### src/design/e2q_pkg.sv
package e2q_pkg;

	localparam int ANGLE_WIDTH     = 16;
	localparam int OUT_WIDTH       = 16;
	localparam int TRIG_ITERATIONS = 16;

	// internal fixed point: 30 fraction bits
	localparam int QF = 30;
	localparam int CW = 34;
	localparam int TW = 32;

	localparam int ANGLE_SHIFT = 32 - ANGLE_WIDTH;
	localparam int OUT_SHIFT   = 32 - OUT_WIDTH;

	// fold and rotation stages, negate stage, two product stages, sum, round
	localparam int STAGES      = TRIG_ITERATIONS + 6;
	localparam int NEG_STAGE   = TRIG_ITERATIONS + 1;
	localparam int COMB_FIRST  = TRIG_ITERATIONS + 2;

	typedef logic signed [ANGLE_WIDTH-1:0] angle_t;
	typedef logic signed [OUT_WIDTH-1:0]   quat_t;
	typedef logic signed [CW-1:0]          cw_t;
	typedef logic signed [TW-1:0]          trig_t;
	typedef logic signed [2*TW-1:0]        prod_t;
	typedef logic signed [TW:0]            sum_t;
	typedef logic signed [TW+1:0]          rnd_t;
	typedef logic [STAGES-1:0]             stage_en_t;

	localparam cw_t Q_HALF_PI = 34'sd1686629713;
	localparam cw_t Q_PI      = 34'sd3373259426;
	localparam cw_t Q_GAIN    = 34'sd652032874;

	localparam rnd_t OUT_LIM = rnd_t'(1) <<< (OUT_WIDTH - 2);
	localparam rnd_t OUT_RND = (OUT_SHIFT > 0) ? (rnd_t'(1) <<< (OUT_SHIFT - 1)) : rnd_t'(0);

	// arctangent of 2^-i in Q.30
	function automatic cw_t atan_at(input int idx);
		cw_t v;
		case (idx)
			0:  v = 34'sh03243F6A8;
			1:  v = 34'sh01DAC6705;
			2:  v = 34'sh00FADBAFC;
			3:  v = 34'sh007F56EA6;
			4:  v = 34'sh003FEAB76;
			5:  v = 34'sh001FFD55B;
			6:  v = 34'sh000FFFAAA;
			7:  v = 34'sh0007FFF55;
			8:  v = 34'sh0003FFFEA;
			9:  v = 34'sh0001FFFFD;
			10: v = 34'sh0000FFFFF;
			11: v = 34'sh00007FFFF;
			12: v = 34'sh00003FFFF;
			13: v = 34'sh00001FFFF;
			14: v = 34'sh00000FFFF;
			15: v = 34'sh000007FFF;
			16: v = 34'sh000003FFF;
			17: v = 34'sh000001FFF;
			18: v = 34'sh000000FFF;
			19: v = 34'sh0000007FF;
			20: v = 34'sh0000003FF;
			21: v = 34'sh0000001FF;
			22: v = 34'sh0000000FF;
			23: v = 34'sh00000007F;
			24: v = 34'sh00000003F;
			25: v = 34'sh00000001F;
			26: v = 34'sh00000000F;
			27: v = 34'sh000000008;
			28: v = 34'sh000000004;
			29: v = 34'sh000000002;
			30: v = 34'sh000000001;
			default: v = '0;
		endcase
		return v;
	endfunction

endpackage

### src/design/e2q_cordic.sv
module e2q_cordic (
	input  logic               clk,
	input  e2q_pkg::stage_en_t en,
	input  e2q_pkg::angle_t    angle,
	output e2q_pkg::trig_t     cos_val,
	output e2q_pkg::trig_t     sin_val
);
	import e2q_pkg::*;

	cw_t   half;
	cw_t   fold;
	logic  flip;

	cw_t   x_s   [TRIG_ITERATIONS+1];
	cw_t   y_s   [TRIG_ITERATIONS+1];
	cw_t   z_s   [TRIG_ITERATIONS+1];
	logic  neg_s [TRIG_ITERATIONS+1];
	trig_t cos_s;
	trig_t sin_s;

	// fold the half angle into [-pi/2, pi/2], negate the results later
	always_comb begin
		half = cw_t'(angle) <<< ANGLE_SHIFT;
		fold = half;
		flip = 1'b0;
		if (half > Q_HALF_PI) begin
			fold = half - Q_PI;
			flip = 1'b1;
		end else if (half < -Q_HALF_PI) begin
			fold = half + Q_PI;
			flip = 1'b1;
		end
	end

	always_ff @(posedge clk) begin
		if (en[0]) begin
			x_s[0]   <= Q_GAIN;
			y_s[0]   <= '0;
			z_s[0]   <= fold;
			neg_s[0] <= flip;
		end
	end

	for (genvar i = 0; i < TRIG_ITERATIONS; i++) begin : g_iter
		cw_t dx;
		cw_t dy;
		cw_t ang;

		assign dx  = y_s[i] >>> i;
		assign dy  = x_s[i] >>> i;
		assign ang = atan_at(i);

		always_ff @(posedge clk) begin
			if (en[i+1]) begin
				if (!z_s[i][CW-1]) begin
					x_s[i+1] <= x_s[i] - dx;
					y_s[i+1] <= y_s[i] + dy;
					z_s[i+1] <= z_s[i] - ang;
				end else begin
					x_s[i+1] <= x_s[i] + dx;
					y_s[i+1] <= y_s[i] - dy;
					z_s[i+1] <= z_s[i] + ang;
				end
				neg_s[i+1] <= neg_s[i];
			end
		end
	end

	always_ff @(posedge clk) begin
		if (en[NEG_STAGE]) begin
			cos_s <= trig_t'(neg_s[TRIG_ITERATIONS] ? -x_s[TRIG_ITERATIONS] : x_s[TRIG_ITERATIONS]);
			sin_s <= trig_t'(neg_s[TRIG_ITERATIONS] ? -y_s[TRIG_ITERATIONS] : y_s[TRIG_ITERATIONS]);
		end
	end

	assign cos_val = cos_s;
	assign sin_val = sin_s;

endmodule

### config.mk
export PLATFORM = sky130hd
export DESIGN_NAME = e2q_cordic
export DESIGN_NICKNAME = d
export VERILOG_FILES = /design/src/design/e2q_pkg.sv /design/src/design/e2q_cordic.sv
export SDC_FILE = /design/constraint.sdc
export NUM_CORES = 2
export LEC_CHECK = 0
export BUFFER_PORTS_ARGS = -buffer_cell sky130_fd_sc_hd__buf_2
export CORE_MARGIN = 2
export CORE_UTILIZATION = 65
export CTS_CLUSTER_SIZE = 25
export DETAILED_ROUTE_END_ITERATION = 8
export GPL_TIMING_DRIVEN = 0
export PLACE_DENSITY = 0.89
export SLEW_MARGIN = 10
export SYNTH_ARGS = -nofsm -noshare
export SYNTH_HDL_FRONTEND = slang
export SYNTH_SLANG_ARGS = --single-unit
### constraint.sdc
create_clock -name clk -period 6.6 [get_ports clk]
set_clock_uncertainty 0.1 [all_clocks]
set_input_delay 1.32 -clock clk [delete_from_list [all_inputs] [get_ports clk]]
set_output_delay 1.32 -clock clk [all_outputs]
set_load 0.005 [all_outputs]
==> flow_summary.toml <==
[timing]
rsz0062_at_grt = "false"
final_max_slew_viol_count = 0
min_period_over_period_pct = 97.84
finalHoldViolations = 0
worstMarginPinSlew_ns = 1.092
period_minus_slack_ns = 6.457
slew_headroom_pct = 26.24
setup_viol = 0
fmax_ghz = 0.1549

[place]
dp_hpwl_mm = 247.6
io_buffers = 93
placed_cells = 15990
place.gp.congestion = 0.9915

[synth]
syn_inst = 13250
mappedNetlistArea_um2 = 128400
synth.top_cell.area_share_pct = 36.33
syn-num-nets = 14750
avgSynthCellArea_um2 = 9.693
seq_area_frac_synth_pct = 36.33
ys.flop_type = "edfxtp_1"
synth_edf_count = 1553
yosysTopAreaCell = "edfxtp_1"
async_flop_share_pct = 0
synth_cell_types = 104
yosys-top-cells-area = "edfxtp_1 (36%), ha_1 (14%), xnor2_1 (8.8%)"
yosys_warnings = 0
ys_ff_latch = 1553

[clock_network]
cts.path.max_buffers = 3
cts_root_buf = "clkbuf_16"
cts_tree = "yes"
htree_levels = 4
clk_pin_slew_ns = 0.06
hold_buffers = 0
clock_latency_ns = 0.86
cts_buffers = 171
clock-sinks = 1553

[floorplan]
io_pins = 103
die_y_um = 448.4
initial_core_util_pct = 65.23
fp.coreArea_um2 = 196800
dieArea_um2 = 201100
num_rows = 163
die_x_um = 448.4

[setup_path]
path_common_cell = "o21ai_0"
crit_arrival_ns = 6.84
reg2regPathDepth = 17
crit_family = "compound AO/OA/AOI/OAI gates"
critPathMaxFanout = 24
cp_num_buf_inv = 2
path_depth = 16
max_stage_delay_ns = 0.72
crit_chain = "buf_2, nand2_1, clkbuf_2, o21ai_0, fa_1, a21o_1, a21oi_1, o21ai_0, a311oi_1, o221ai_1, a21oi_1, o21ai_0, o211a_1, o21a_1, nor2_1, o311ai_0"
worstSetupStartpointType = "input pin"
crit_type = "in2reg"
required_ns = 6.99
endpoint_kind = "flip-flop"
cpMaxStageDelayCell = "clkbuf_2"

[global_routing]
grt_pass1_wl_mm = 507.8
grt-ovfl-total = 0
grt_max_degree = 69
grt_pass1_vias = 98740
grt_util_all_layers_pct = 31.08
antenna_found_initial = 4

[route]
drtAntennaViolNets = 0
drt-total-wl_mm = 320.4
dr.pass1.iters = 7
vias = 104000
drt_iter0_markers = 9662
wire_per_inst_um = 19.65
avgViaCountPerCell = 6.383
route.detailed.drc = 0

[finish]
multi_input_area_um2 = 78900
final_core_util_pct = 70.17
finalNetCount = 15040
seq_area_um2 = 46630
final_cells = 16300
drive_gt1_share_pct = 4.290
fillers = 14070
syn_to_final_growth_pct = 7.580

[hold_path]
min_path_type = "reg2reg"
min_path_cells = 0

[run]
maxCapViolCount = 0

[run_status]
status = "finished, final reports clean"
[through the flow]
step	setup WS [ns]	TNS (ns)	hold slack (ns)	instance area (µm²)
global placement	-1.360	-75.82	0.3034	132100
detailed placement	-0.7151	-18.41	0.3045	132600
CTS	0.1438	0	0.3185	138100
finish	0.1429	0	0.3202	138100
floorplan	0.8371	0	0.3003	128400
global route	0.03591	0	0.3351	138100
[area by class of cell]
type,count,share of cell area [%]
clock buffer,200,3.193
inverter,552,1.500
multi-input combinational,10930,57.13
timing repair buffer,108,0.6215
clock inverter,106,0.7574
antenna,2,0.003624
tap,2640,2.392
buffer,209,0.6378
sequential,1553,33.77
[path summary, 6_finish.rpt]
check	from	endpoint	slack, ns
setup / recovery	en[6]	x_s[6][32]	0.14
hold / removal	neg_s[0][13]	neg_s[0][14]	0.32
setup reg to reg	z_s[6][33]	x_s[7][32]	0.34
hold reg to reg	neg_s[0][13]	neg_s[0][14]	0.32
[what timing repair did]
action	in CTS	in global routing
setup buffers	0	0
endpoints found under the setup margin	0	7
resized for setup	0	5
[cell usage after synthesis (71+ instances only)]
| library cell | number |
|---|---|
| nor4_1 | 71 |
| a21oi_1 | 1315 |
| nand2b_1 | 218 |
| and2_1 | 79 |
| nand4_1 | 93 |
| o31ai_1 | 163 |
| ha_1 | 1426 |
| or3_1 | 117 |
| o21bai_1 | 155 |
| xor2_1 | 620 |
| nand2_1 | 732 |
| nor2b_1 | 213 |
| o21a_1 | 169 |
| edfxtp_1 | 1553 |
| and3_1 | 110 |
| a211oi_1 | 116 |
| a31oi_1 | 129 |
| nor2_1 | 1036 |
| xnor2_1 | 1287 |
| a21o_1 | 644 |
| inv_1 | 543 |
| o21ai_0 | 717 |
| nor3_1 | 330 |
| nand3_1 | 210 |
| clkbuf_1 | 170 |
[cell usage in the layout (no fill, tap or decap), types with 31 or more instances in the layout]
| master | instances |
|---|---|
| nor4_1 | 71 |
| edfxtp_1 | 1553 |
| and2_1 | 79 |
| xor2_1 | 620 |
| nand4_1 | 93 |
| nor2b_1 | 213 |
| mux2_2 | 36 |
| nor2_1 | 1036 |
| xnor2_1 | 1287 |
| or4_1 | 50 |
| nand3b_1 | 35 |
| fa_1 | 44 |
| or2_2 | 54 |
| nand2_1 | 731 |
| clkbuf_1 | 163 |
| o31ai_1 | 163 |
| o211ai_1 | 65 |
| ha_1 | 1426 |
| inv_1 | 543 |
| a21o_1 | 644 |
| clkinv_1 | 42 |
| o21a_1 | 169 |
| a21oi_1 | 1315 |
| clkbuf_16 | 172 |
| and4_1 | 35 |
| a31o_2 | 31 |
| or3_1 | 117 |
| a31oi_1 | 129 |
| mux2i_1 | 65 |
| o21bai_1 | 155 |
| o41ai_1 | 50 |
| nor3_1 | 330 |
| nand3_1 | 210 |
| o21ai_0 | 717 |
| a21boi_0 | 47 |
| buf_2 | 102 |
| a211oi_1 | 116 |
| and3_1 | 110 |
| nand2b_1 | 218 |
[registers in the layout, indices dropped and copies added (netlist names)]
register,cells
neg_s,16
z_s,482
x_s,482
sin_val,32
y_s,509
cos_val,32
[cell families (layout without fill, tap and decap cells)]
family | count (synthesis) | in the layout | share of synthesized area, %
compound gates | 3990 | 3990 | 19.78
simple gates | 3463 | 3463 | 13.24
xor+xnor | 1907 | 1907 | 13.01
flops | 1553 | 1553 | 36.33
fa+ha+maj | 1470 | 1470 | 14.58
buf+inv | 761 | 1175 | 2.230
mux | 101 | 101 | 0.8226
other cells | 0 | 2 | 0
[layer usage]
metal | GRT usage (%) | up-vias | wire length, µm
li1 | - | 49920 | -
met1 | 37.49 | 48930 | 125300
met2 | 53.52 | 4159 | 154200
met3 | 4.672 | 1045 | 22440
met4 | 16.63 | 0 | 18380
met5 | 0 | - | 0
Power is not shown: default switching activity piles up to over one toggle a cycle in this logic, so the estimate is an artifact.
