## src/design/e2q_pkg.sv

```systemverilog
package e2q_pkg;

	localparam int ANGLE_WIDTH     = 16;
	localparam int OUT_WIDTH       = 16;
	localparam int TRIG_ITERATIONS = 16;

	// internal fixed point: 30 fraction bits
	localparam int QF = 30;
	localparam int CW = 34;
	localparam int TW = 32;

	localparam int ANGLE_SHIFT = 32 - ANGLE_WIDTH;
	localparam int OUT_SHIFT   = 32 - OUT_WIDTH;

	// fold and rotation stages, negate stage, two product stages, sum, round
	localparam int STAGES      = TRIG_ITERATIONS + 6;
	localparam int NEG_STAGE   = TRIG_ITERATIONS + 1;
	localparam int COMB_FIRST  = TRIG_ITERATIONS + 2;

	typedef logic signed [ANGLE_WIDTH-1:0] angle_t;
	typedef logic signed [OUT_WIDTH-1:0]   quat_t;
	typedef logic signed [CW-1:0]          cw_t;
	typedef logic signed [TW-1:0]          trig_t;
	typedef logic signed [2*TW-1:0]        prod_t;
	typedef logic signed [TW:0]            sum_t;
	typedef logic signed [TW+1:0]          rnd_t;
	typedef logic [STAGES-1:0]             stage_en_t;

	localparam cw_t Q_HALF_PI = 34'sd1686629713;
	localparam cw_t Q_PI      = 34'sd3373259426;
	localparam cw_t Q_GAIN    = 34'sd652032874;

	localparam rnd_t OUT_LIM = rnd_t'(1) <<< (OUT_WIDTH - 2);
	localparam rnd_t OUT_RND = (OUT_SHIFT > 0) ? (rnd_t'(1) <<< (OUT_SHIFT - 1)) : rnd_t'(0);

	// arctangent of 2^-i in Q.30
	function automatic cw_t atan_at(input int idx);
		cw_t v;
		case (idx)
			0:  v = 34'sh03243F6A8;
			1:  v = 34'sh01DAC6705;
			2:  v = 34'sh00FADBAFC;
			3:  v = 34'sh007F56EA6;
			4:  v = 34'sh003FEAB76;
			5:  v = 34'sh001FFD55B;
			6:  v = 34'sh000FFFAAA;
			7:  v = 34'sh0007FFF55;
			8:  v = 34'sh0003FFFEA;
			9:  v = 34'sh0001FFFFD;
			10: v = 34'sh0000FFFFF;
			11: v = 34'sh00007FFFF;
			12: v = 34'sh00003FFFF;
			13: v = 34'sh00001FFFF;
			14: v = 34'sh00000FFFF;
			15: v = 34'sh000007FFF;
			16: v = 34'sh000003FFF;
			17: v = 34'sh000001FFF;
			18: v = 34'sh000000FFF;
			19: v = 34'sh0000007FF;
			20: v = 34'sh0000003FF;
			21: v = 34'sh0000001FF;
			22: v = 34'sh0000000FF;
			23: v = 34'sh00000007F;
			24: v = 34'sh00000003F;
			25: v = 34'sh00000001F;
			26: v = 34'sh00000000F;
			27: v = 34'sh000000008;
			28: v = 34'sh000000004;
			29: v = 34'sh000000002;
			30: v = 34'sh000000001;
			default: v = '0;
		endcase
		return v;
	endfunction

endpackage

```

## src/design/e2q_ctrl.sv

```systemverilog
module e2q_ctrl (
	input  logic               clk,
	input  logic               arst_n,
	input  logic               angle_valid,
	output logic               angle_stall,
	output logic               quat_valid,
	input  logic               quat_stall,
	output e2q_pkg::stage_en_t en
);
	import e2q_pkg::*;

	stage_en_t valid_s;

	// a stage may load when some stage at or after it is empty, or the output drains
	always_comb begin
		for (int k = 0; k < STAGES; k++) begin
			en[k] = !(quat_stall && (&(valid_s | (stage_en_t'({STAGES{1'b1}}) >> (STAGES - k)))));
		end
	end

	always_ff @(posedge clk or negedge arst_n) begin
		if (!arst_n) begin
			valid_s <= '0;
		end else begin
			if (en[0]) begin
				valid_s[0] <= angle_valid;
			end
			for (int k = 1; k < STAGES; k++) begin
				if (en[k]) begin
					valid_s[k] <= valid_s[k-1];
				end
			end
		end
	end

	assign angle_stall = !en[0];
	assign quat_valid  = valid_s[STAGES-1];

	a_stall_only_full: assert property (@(posedge clk) disable iff (!arst_n)
		angle_stall |-> quat_stall && (&valid_s))
		else $error("input stalled while the pipeline has room");

	a_accept_loads: assert property (@(posedge clk) disable iff (!arst_n)
		angle_valid && !angle_stall |=> valid_s[0])
		else $error("accepted request missing from first stage");

	a_hold_blocked: assert property (@(posedge clk) disable iff (!arst_n)
		valid_s[STAGES-2] && !en[STAGES-2] |=> valid_s[STAGES-2])
		else $error("blocked stage dropped its request");

	a_drain_empties: assert property (@(posedge clk) disable iff (!arst_n)
		quat_valid && !quat_stall && !valid_s[STAGES-2] |=> !quat_valid)
		else $error("delivered result repeated");

endmodule

```

## config.mk

```make
export PLATFORM = sky130hd
export DESIGN_NAME = e2q_ctrl
export DESIGN_NICKNAME = d
export VERILOG_FILES = /design/src/design/e2q_pkg.sv /design/src/design/e2q_ctrl.sv
export SDC_FILE = /design/constraint.sdc
export NUM_CORES = 1
export LEC_CHECK = 0
export BUFFER_PORTS_ARGS = -buffer_cell sky130_fd_sc_hd__buf_2
export CORE_ASPECT_RATIO = 0.7
export CORE_MARGIN = 3
export CORE_UTILIZATION = 51
export CTS_CLUSTER_SIZE = 20
export DETAILED_ROUTE_END_ITERATION = 10
export GPL_ROUTABILITY_DRIVEN = 0
export PLACE_DENSITY_LB_ADDON = 0.08
export SLEW_MARGIN = 30
export SYNTH_ARGS = -nofsm -noshare
export SYNTH_HDL_FRONTEND = slang
export SYNTH_SLANG_ARGS = --single-unit
export TNS_END_PERCENT = 100
```

## constraint.sdc

```tcl
create_clock -name clk -period 2.33 [get_ports clk]
set_input_delay 0.3495 -clock clk [delete_from_list [all_inputs] [get_ports clk]]
set_output_delay 0.3495 -clock clk [all_outputs]
set_load 0.03 [all_outputs]
```

==> results.py, run 1 <==
metrics = {
    "cells_and_area": {
        "fillerInstances": 142,
        "final_core_util": 0.690,
        "antenna_cells": 0,
        "largest_reg_flops": 22,
        "layout-drive-gt1-share": 0.412,
        "multi_input_area_sq_um": 383,
        "nets": 120,
        "seqCellArea_sq_um": 552,
        "syn2layout_area_growth_pct": 19.3,
        "top_register": "valid_s",
        "top_regs": "valid_s x22",
        "stdcell_area_sq_um": 1160,
    },
    "synth": {
        "synthFlopType": "dfrtp_1",
        "ys_types": 20,
        "netlist_top_cells_area": "dfrtp_1 57%, a21o_1 5.4%, nor4_4 4.4%",
        "yosysMostFrequentCell": "dfrtp_1",
        "synth_async_sr_flop_share": 1.00,
        "syn_inst": 84,
        "synthTopCellsByCount": "22 x dfrtp_1, 9 x nand2_1, 7 x a21o_1, 7 x nand3_1",
        "yosysTopAreaCell": "dfrtp_1",
        "ys_warn_count": 0,
        "ys_seq_area_frac": 0.566,
        "avgSynthCellArea_sq_um": 11.6,
        "ys_seq_elements": 22,
        "synth_nets": 88,
        "synth_top_area_frac": 0.566,
        "synth_edf_count": 0,
        "syn_area_sq_um": 972,
    },
    "job": {
        "drv_cap": 0,
    },
    "clock_network": {
        "clockBufferDepth": 2,
        "clkLatencyLatePin_ns": 0.29,
        "clk_pin_slew_worst_paths_ns": 0.11,
        "cts_root_buffer": "clkbuf_4",
        "cts_tree": "built",
        "htree_levels": 1,
        "clock_sinks": 22,
        "ctsHoldBuffers": 0,
        "numCtsBuffers": 3,
    },
    "detailed_routing": {
        "vias": 731,
        "drt_wl_total_um": 1720,
        "avgRoutedWirePerCell_um": 12.7,
        "postRouteAntennaNets": 0,
        "drtIter0Drc": 29,
        "drt-pass1-iter-count": 4,
        "via_per_inst": 5.41,
        "drc": 0,
    },
    "die": {
        "die_h_um": 42.5,
        "rows": 12,
        "die_w_um": 58.2,
        "initial_utilization": 0.578,
        "core_sq_um": 1680,
        "pin_count": 28,
        "dieArea_sq_um": 2470,
    },
    "power_and_ir_drop": {
        "power_leakage_nw": 0.524,
        "power.total_uw": 798,
        "p_per_area_nw_per_um2": 688,
        "vdd_drop_max_uv": 519,
    },
    "timing": {
        "holdWs_ns": -0.00614,
        "min_period_ns": 2.17,
        "maxSlewViolCount": 0,
        "setup_tns_ns": 0,
        "fin_ws_ns": 0.158,
        "post-route-period-util": 0.932,
        "clock_skew_ns": 0.00140,
        "setup_violations": 0,
        "max_freq_mhz": 460,
        "slew_headroom": 0.684,
        "tightest_slew_ns": 0.474,
        "rsz0062_at_grt": "no",
        "hold_viol_final": 14,
    },
    "critical_path": {
        "cpPeakStageDelay_ns": 0.40,
        "crit_chain": "nand3_1 > nor4_4 > buf_4 > and3_1 > buf_2",
        "cp_max_fo": 5,
        "startpoint_type": "flop",
        "required_ns": 1.98,
        "cp-end-kind": "output port",
        "critPathKind": "flop to output port",
        "slowest_stage": "dfrtp_1",
        "worstPathArrival_ns": 1.82,
    },
    "place": {
        "hpwl_um": 1300,
        "place_ws_ns": 0.386,
        "placed_area_sq_um": 1120,
        "port_buffers": 27,
    },
    "run_status": {
        "status": "finished, violations left",
        "violations": "negative hold slack",
    },
    "global_route": {
        "grt_pass1_wl_um": 3160,
        "grt_pass1_vias": 682,
        "grt_overflow": 0,
        "grt_max_degree": 23,
        "antenna_found_initial": 0,
        "grt_usage": 0.164,
    },
    "hold_path": {
        "hp-class": "input port to asynchronous set/reset pin",
    },
}
## metal layers
layer | track usage | wire length, um | vias up
met5 | 0 | 0 | -
met4 | 0.0278 | 8 | 0
met3 | 0.0554 | 114 | 2
met2 | 0.245 | 758 | 24
met1 | 0.235 | 840 | 341
li1 | - | - | 364
## kinds of logic after synthesis
group	synth area share
AND/OR/NAND/NOR	0.273
buffers and inverters	0.0399
AO/OA/AOI/OAI	0.121
flip-flops	0.566
## power breakdown
group	leakage, nW	switching [mW]	total [mW]	internal, mW
logic	0.264	0.119	0.179	0.0599
registers	0.246	0.0397	0.458	0.419
clock network	0.0138	0.100	0.160	0.0602
## worst max-delay path: cells and delay by family, from the launching register on
family | cells | cell delay (ns)
AND/OR/NAND/NOR | 3 | 0.75
flip-flops | 1 | 0.40
buffers and inverters | 2 | 0.37
## stage by stage
step | hold WS [ns] | cells
2_1_floorplan | 0.0539 | 84
3_3_place_gp | 0.334 | 130
3_5_place_dp | 0.346 | 130
4_1_cts | 0.000518 | 133
5_1_grt | 0.00687 | 135
6_report | -0.00614 | 135
## path summary, 6_finish.rpt
check                            start     endpoint  slack, ns  cells after the start
max                        valid_s[17]  angle_stall       0.16                      5
min                             arst_n  valid_s[12]     -0.006                      1
max reg2reg                valid_s[12]   valid_s[6]       0.87                      4
min reg2reg                 valid_s[3]   valid_s[4]       0.47                      1
max in group asynchronous       arst_n  valid_s[12]       1.99                      1
min in group clk           angle_valid   valid_s[0]       0.24                      2
## placed cells by master, fill, tap and decap left out
master / n
clkbuf_4: 3
dfrtp_2: 1
inv_1: 5
buf_2: 27
buf_4: 3
and4_1: 1
nor2_1: 2
or2_2: 5
nand3_1: 7
nor3_2: 1
a21o_1: 7
nand4_4: 1
and2_1: 1
nand2_1: 9
a31o_2: 4
a41o_1: 3
dfrtp_1: 21
nor4_4: 2
nand2b_1: 3
and3_1: 3
nand4_1: 5
## cell type report
class | instances | area share
Sequential cell | 22 | 0.476
Timing Repair Buffer | 30 | 0.136
Multi-Input combinational cell | 54 | 0.330
Clock buffer | 3 | 0.0194
Inverter | 5 | 0.0162
Tap cell | 21 | 0.0227
## timing repair
| action | 4_1_cts | 5_1_grt |
|---|---|---|
| resized for setup | 0 | 1 |
| setup endpoints to repair | 0 | 7 |
| buffers inserted | 0 | 2 |
Note: power is estimated with default switching activity, not from simulation.
==> inputs of run 2 (changes only) <==
--- a/config.mk
+++ b/config.mk
@@ -7,7 +7,7 @@
 export LEC_CHECK = 0
 export BUFFER_PORTS_ARGS = -buffer_cell sky130_fd_sc_hd__buf_2
 export CORE_ASPECT_RATIO = 0.7
-export CORE_MARGIN = 3
+export CORE_MARGIN = 2
 export CORE_UTILIZATION = 51
 export CTS_CLUSTER_SIZE = 20
 export DETAILED_ROUTE_END_ITERATION = 10
==> results.py, run 2 (same netlist as run 1, synthesis figures left out) <==
metrics = {
    "run_status": {
        "status": "completed",
    },
    "die": {
        "dieArea_sq_um": 2280,
        "rows": 13,
        "die_w_um": 56.2,
        "core_sq_um": 1820,
        "pin_count": 28,
        "initial_utilization": 0.534,
        "die_h_um": 40.5,
    },
    "timing": {
        "tightest_slew_ns": 0.485,
        "post-route-period-util": 0.960,
        "holdWs_ns": 0.224,
        "min_period_ns": 2.24,
        "max_freq_mhz": 447,
        "slew_headroom": 0.677,
        "clock_skew_ns": 0.00487,
        "rsz0062_at_grt": "yes",
        "maxSlewViolCount": 0,
        "setup_violations": 0,
        "hold_viol_final": 0,
    },
    "detailed_routing": {
        "wl_met3_um": 90,
        "drt_wl_total_um": 1850,
        "top_layer": "met4",
        "postRouteAntennaNets": 0,
        "wl_met2_um": 812,
        "vias": 737,
        "drt-pass1-iter-count": 4,
        "drt-met1-wl_um": 933,
        "via_per_inst": 5.23,
        "avgRoutedWirePerCell_um": 13.1,
        "drc": 0,
        "drtIter0Drc": 22,
    },
    "cells_and_area": {
        "mostFrequentLayoutCells": "25 x buf_2, 20 x dfrtp_1, 9 x nand2_1, 7 x nand3_1, 7 x a21o_1",
        "nets": 124,
        "final_core_util": 0.670,
        "syn2layout_area_growth_pct": 25.6,
        "antenna_cells": 0,
        "top_regs": "valid_s x22",
        "largest_reg_flops": 22,
        "layout_commonest_cell": "buf_2",
        "top_register": "valid_s",
        "layout-drive-gt1-share": 0.437,
    },
    "power_and_ir_drop": {
        "vdd_drop_max_uv": 511,
        "swShare": 0.318,
        "combPwrFrac": 0.219,
        "p_clk_frac": 0.243,
        "p_int_uw": 578,
        "power_leakage_nw": 0.557,
        "power.switching_uw": 270,
        "p_seq_frac": 0.538,
        "p_per_area_nw_per_um2": 694,
    },
    "global_route": {
        "antenna_found_initial": 0,
        "grt_usage": 0.164,
        "grt_max_degree": 23,
        "grt_pass1_vias": 580,
        "grt_overflow": 0,
        "grt_pass1_wl_um": 2690,
    },
    "clock_network": {
        "cts_root_buffer": "clkbuf_4",
        "clockBufferDepth": 2,
        "clock_sinks": 22,
        "clk_pin_slew_worst_paths_ns": 0.12,
        "numCtsBuffers": 3,
        "htree_levels": 1,
        "cts_tree": "built",
        "clkLatencyLatePin_ns": 0.30,
    },
    "critical_path": {
        "critPathKind": "flop to output port",
        "startpoint_type": "flop",
        "cpPeakStageDelay_ns": 0.46,
        "cp-end-kind": "output port",
        "path_delay_family": "simple AND/OR/NAND/NOR gates",
        "slowest_stage": "nor4_4",
        "required_ns": 1.98,
        "cp_max_fo": 6,
        "crit_chain": "nand4_1 > nor4_4 > buf_4 > nand4_1 > buf_6",
        "path_buf_inv": 2,
        "worstPathArrival_ns": 1.89,
        "path_common_cell": "nand4_1",
    },
    "hold_path": {
        "hp-class": "input port to flop",
    },
    "place": {
        "port_buffers": 27,
        "hpwl_um": 1290,
    },
    "job": {
        "drv_cap": 0,
    },
}
[run 2: worst paths after layout]
path / endpoint / startpoint / slack, ns / depth (start not counted)
max: en[1] / valid_s[12] / 0.09 / 5
max in group asynchronous: valid_s[11] / arst_n / 1.46 / 2
min: valid_s[0] / angle_valid / 0.22 / 2
min reg2reg: valid_s[5] / valid_s[4] / 0.47 / 1
min in group asynchronous: valid_s[21] / arst_n / 0.52 / 2
max reg2reg: valid_s[1] / valid_s[12] / 0.79 / 4
[run 2: area by class of cell]
| type | count | area [sq um] |
|---|---|---|
| Clock buffer | 4 | 36.3 |
| Sequential cell | 22 | 553 |
| Timing Repair Buffer | 34 | 203 |
| Fill cell | 141 | 601 |
| Multi-Input combinational cell | 54 | 383 |
| Inverter | 5 | 18.8 |
| Tap cell | 22 | 27.5 |
[run 2: power groups by stage]
stage	registers (mW)	logic, mW	clock network, mW
final	0.456	0.185	0.206
after global routing	0.463	0.200	0.232
after CTS	0.457	0.182	0.218
after detailed placement	0.464	0.181	0
after global placement	0.463	0.176	0
after floorplan	0.458	0.134	0
[run 2: repair_timing]
action | 4_1_cts | 5_1_grt
hold buffers | 1 | 0
resized for setup | 0 | 8
endpoints found under the hold margin | 22 | 0
setup endpoints to repair | 0 | 4
setup buffers | 0 | 4
[run 2: metal layers]
metal | track usage | up-vias
li1 | - | 371
met1 | 0.230 | 348
met2 | 0.229 | 16
met3 | 0.0677 | 2
met4 | 0.0536 | 0
met5 | 0 | -
[run 2: through the flow]
stage               instances  worst slack [ns]  power (mW)  TNS [ns]  area (sq um)
floorplan                  84             0.213       0.592         0           972
global placement          132             0.469       0.640         0          1130
global route              141           -0.0532       0.895   -0.0813          1220
finish                    141            0.0922       0.848         0          1220
detailed placement        132             0.396       0.645         0          1130
CTS                       137            0.0648       0.857         0          1180
==> inputs of run 3 (changes only) <==
--- a/config.mk
+++ b/config.mk
@@ -13,6 +13,7 @@
 export DETAILED_ROUTE_END_ITERATION = 10
 export GPL_ROUTABILITY_DRIVEN = 0
 export PLACE_DENSITY_LB_ADDON = 0.08
+export RECOVER_POWER = 100
 export SLEW_MARGIN = 30
 export SYNTH_ARGS = -nofsm -noshare
 export SYNTH_HDL_FRONTEND = slang
==> results.py, run 3 (same netlist as run 1, synthesis figures left out) <==
metrics = {
    "run_status": {
        "status": "completed",
    },
    "critical_path": {
        "crit_chain": "nand4_1 > nor4_4 > buf_4 > nand4_1 > buf_6",
        "required_ns": 1.98,
        "slowest_stage": "nor4_4",
        "reg2reg_depth": 4,
        "path_delay_family": "simple AND/OR/NAND/NOR gates",
        "path_common_cell": "nand4_1",
        "cp-end-kind": "output port",
        "critPathKind": "flop to output port",
        "cp_max_fo": 6,
        "startpoint_type": "flop",
        "cpPeakStageDelay_ns": 0.47,
        "path_buf_inv": 2,
        "worst-path-stages": 5,
        "worstPathArrival_ns": 1.89,
    },
    "global_route": {
        "use_met2": 0.229,
        "grt_usage": 0.164,
        "antenna_found_initial": 0,
        "grt_overflow": 0,
        "grt_util_met1": 0.230,
        "grt_max_degree": 23,
        "grt_pass1_wl_um": 2690,
        "busiest_layer": "met1",
        "grt_use_met3": 0.0677,
        "grt_pass1_vias": 580,
    },
    "die": {
        "initial_utilization": 0.534,
        "rows": 13,
        "pin_count": 28,
        "die_h_um": 40.5,
        "die_w_um": 56.2,
        "core_sq_um": 1820,
        "dieArea_sq_um": 2280,
    },
    "timing": {
        "setup_tns_ns": 0,
        "rsz0062_at_grt": "yes",
        "tightest_slew_ns": 1.16,
        "min_period_ns": 2.24,
        "hold_viol_final": 0,
        "maxSlewViolCount": 0,
        "clock_skew_ns": 0.00482,
        "post-route-period-util": 0.963,
        "slew_headroom": 0.226,
        "max_freq_mhz": 446,
        "setup_violations": 0,
    },
    "cells_and_area": {
        "top_regs": "valid_s x22",
        "antenna_cells": 0,
        "stdcell_count": 141,
        "stdcell_area_sq_um": 1220,
        "layout-drive-gt1-share": 0.420,
        "syn2layout_area_growth_pct": 25.4,
        "largest_reg_flops": 22,
        "top_register": "valid_s",
        "nets": 124,
        "layout_commonest_cell": "buf_2",
        "mostFrequentLayoutCells": "23 x buf_2, 20 x dfrtp_1, 9 x nand2_1, 7 x nand3_1, 7 x a21o_1",
        "final_core_util": 0.669,
    },
    "job": {
        "drv_cap": 0,
    },
    "detailed_routing": {
        "drt_wl_total_um": 1840,
        "drtIter0Drc": 25,
        "postRouteAntennaNets": 0,
        "vias": 740,
        "drc": 0,
        "avgRoutedWirePerCell_um": 13.0,
        "drt-pass1-iter-count": 4,
        "via_per_inst": 5.25,
    },
    "clock_network": {
        "clockBufferDepth": 2,
        "cts_root_buffer": "clkbuf_4",
        "numCtsBuffers": 3,
        "clk_pin_slew_worst_paths_ns": 0.12,
        "clock_sinks": 22,
        "cts_tree": "built",
        "htree_levels": 1,
        "clkLatencyLatePin_ns": 0.30,
    },
    "power_and_ir_drop": {
        "power.total_uw": 847,
        "vdd_drop_max_uv": 511,
        "p_per_area_nw_per_um2": 695,
        "power_leakage_nw": 0.553,
    },
    "place": {
        "port_buffers": 27,
        "placed_area_sq_um": 1130,
        "dpl.cell_count": 132,
        "hpwl_um": 1290,
    },
    "hold_path": {
        "whs_path_depth": 2,
        "hp-class": "input port to flop",
    },
}
==> run 3: cell types whose count changed in the layout (fill, tap and decap cells not counted), sizes merged <==
cell,previous run,this run
buf,33,31
clkbuf,4,6
==> run 3: cell type report <==
class	count	area, sq um
clock buffer	4	36.3
fill	143	603
inverter	5	18.8
multi-input combinational	54	383
sequential	22	553
tap	22	27.5
timing repair buffer	34	200
==> run 3: layer usage <==
metal | routed length (um) | up-vias
met1 | 928 | 351
li1 | - | 371
met4 | 14 | 0
met3 | 90 | 2
met5 | 0 | -
met2 | 807 | 16
==> run 3: final timing paths <==
path / start / slack, ns / endpoint
max: valid_s[12] / 0.09 / en[1]
min: angle_valid / 0.22 / valid_s[0]
max reg2reg: valid_s[12] / 0.78 / valid_s[1]
min reg2reg: valid_s[4] / 0.47 / valid_s[5]
max in group asynchronous: arst_n / 0.79 / valid_s[11]
min in group asynchronous: arst_n / 0.78 / valid_s[21]
==> run 3: power breakdown <==
part	switching [mW]	leakage, nW	total [mW]	internal (mW)
logic	0.122	0.287	0.184	0.0629
registers	0.0373	0.245	0.456	0.419
clock network	0.111	0.0210	0.206	0.0954
==> run 3: repair_timing <==
action,in CTS,in global routing
buffers inserted,0,4
gates resized for setup,0,8
setup endpoints to repair,0,4
hold buffers,1,0
hold endpoints to repair,22,0
==> run 3: through the flow <==
stage          setup slack (ns)  hold slack (ns)
3_3_place_gp              0.469            0.335
6_report                 0.0868            0.224
4_1_cts                  0.0648            0.213
2_1_floorplan             0.213           0.0539
5_1_grt                 -0.0532            0.202
3_5_place_dp              0.396            0.337
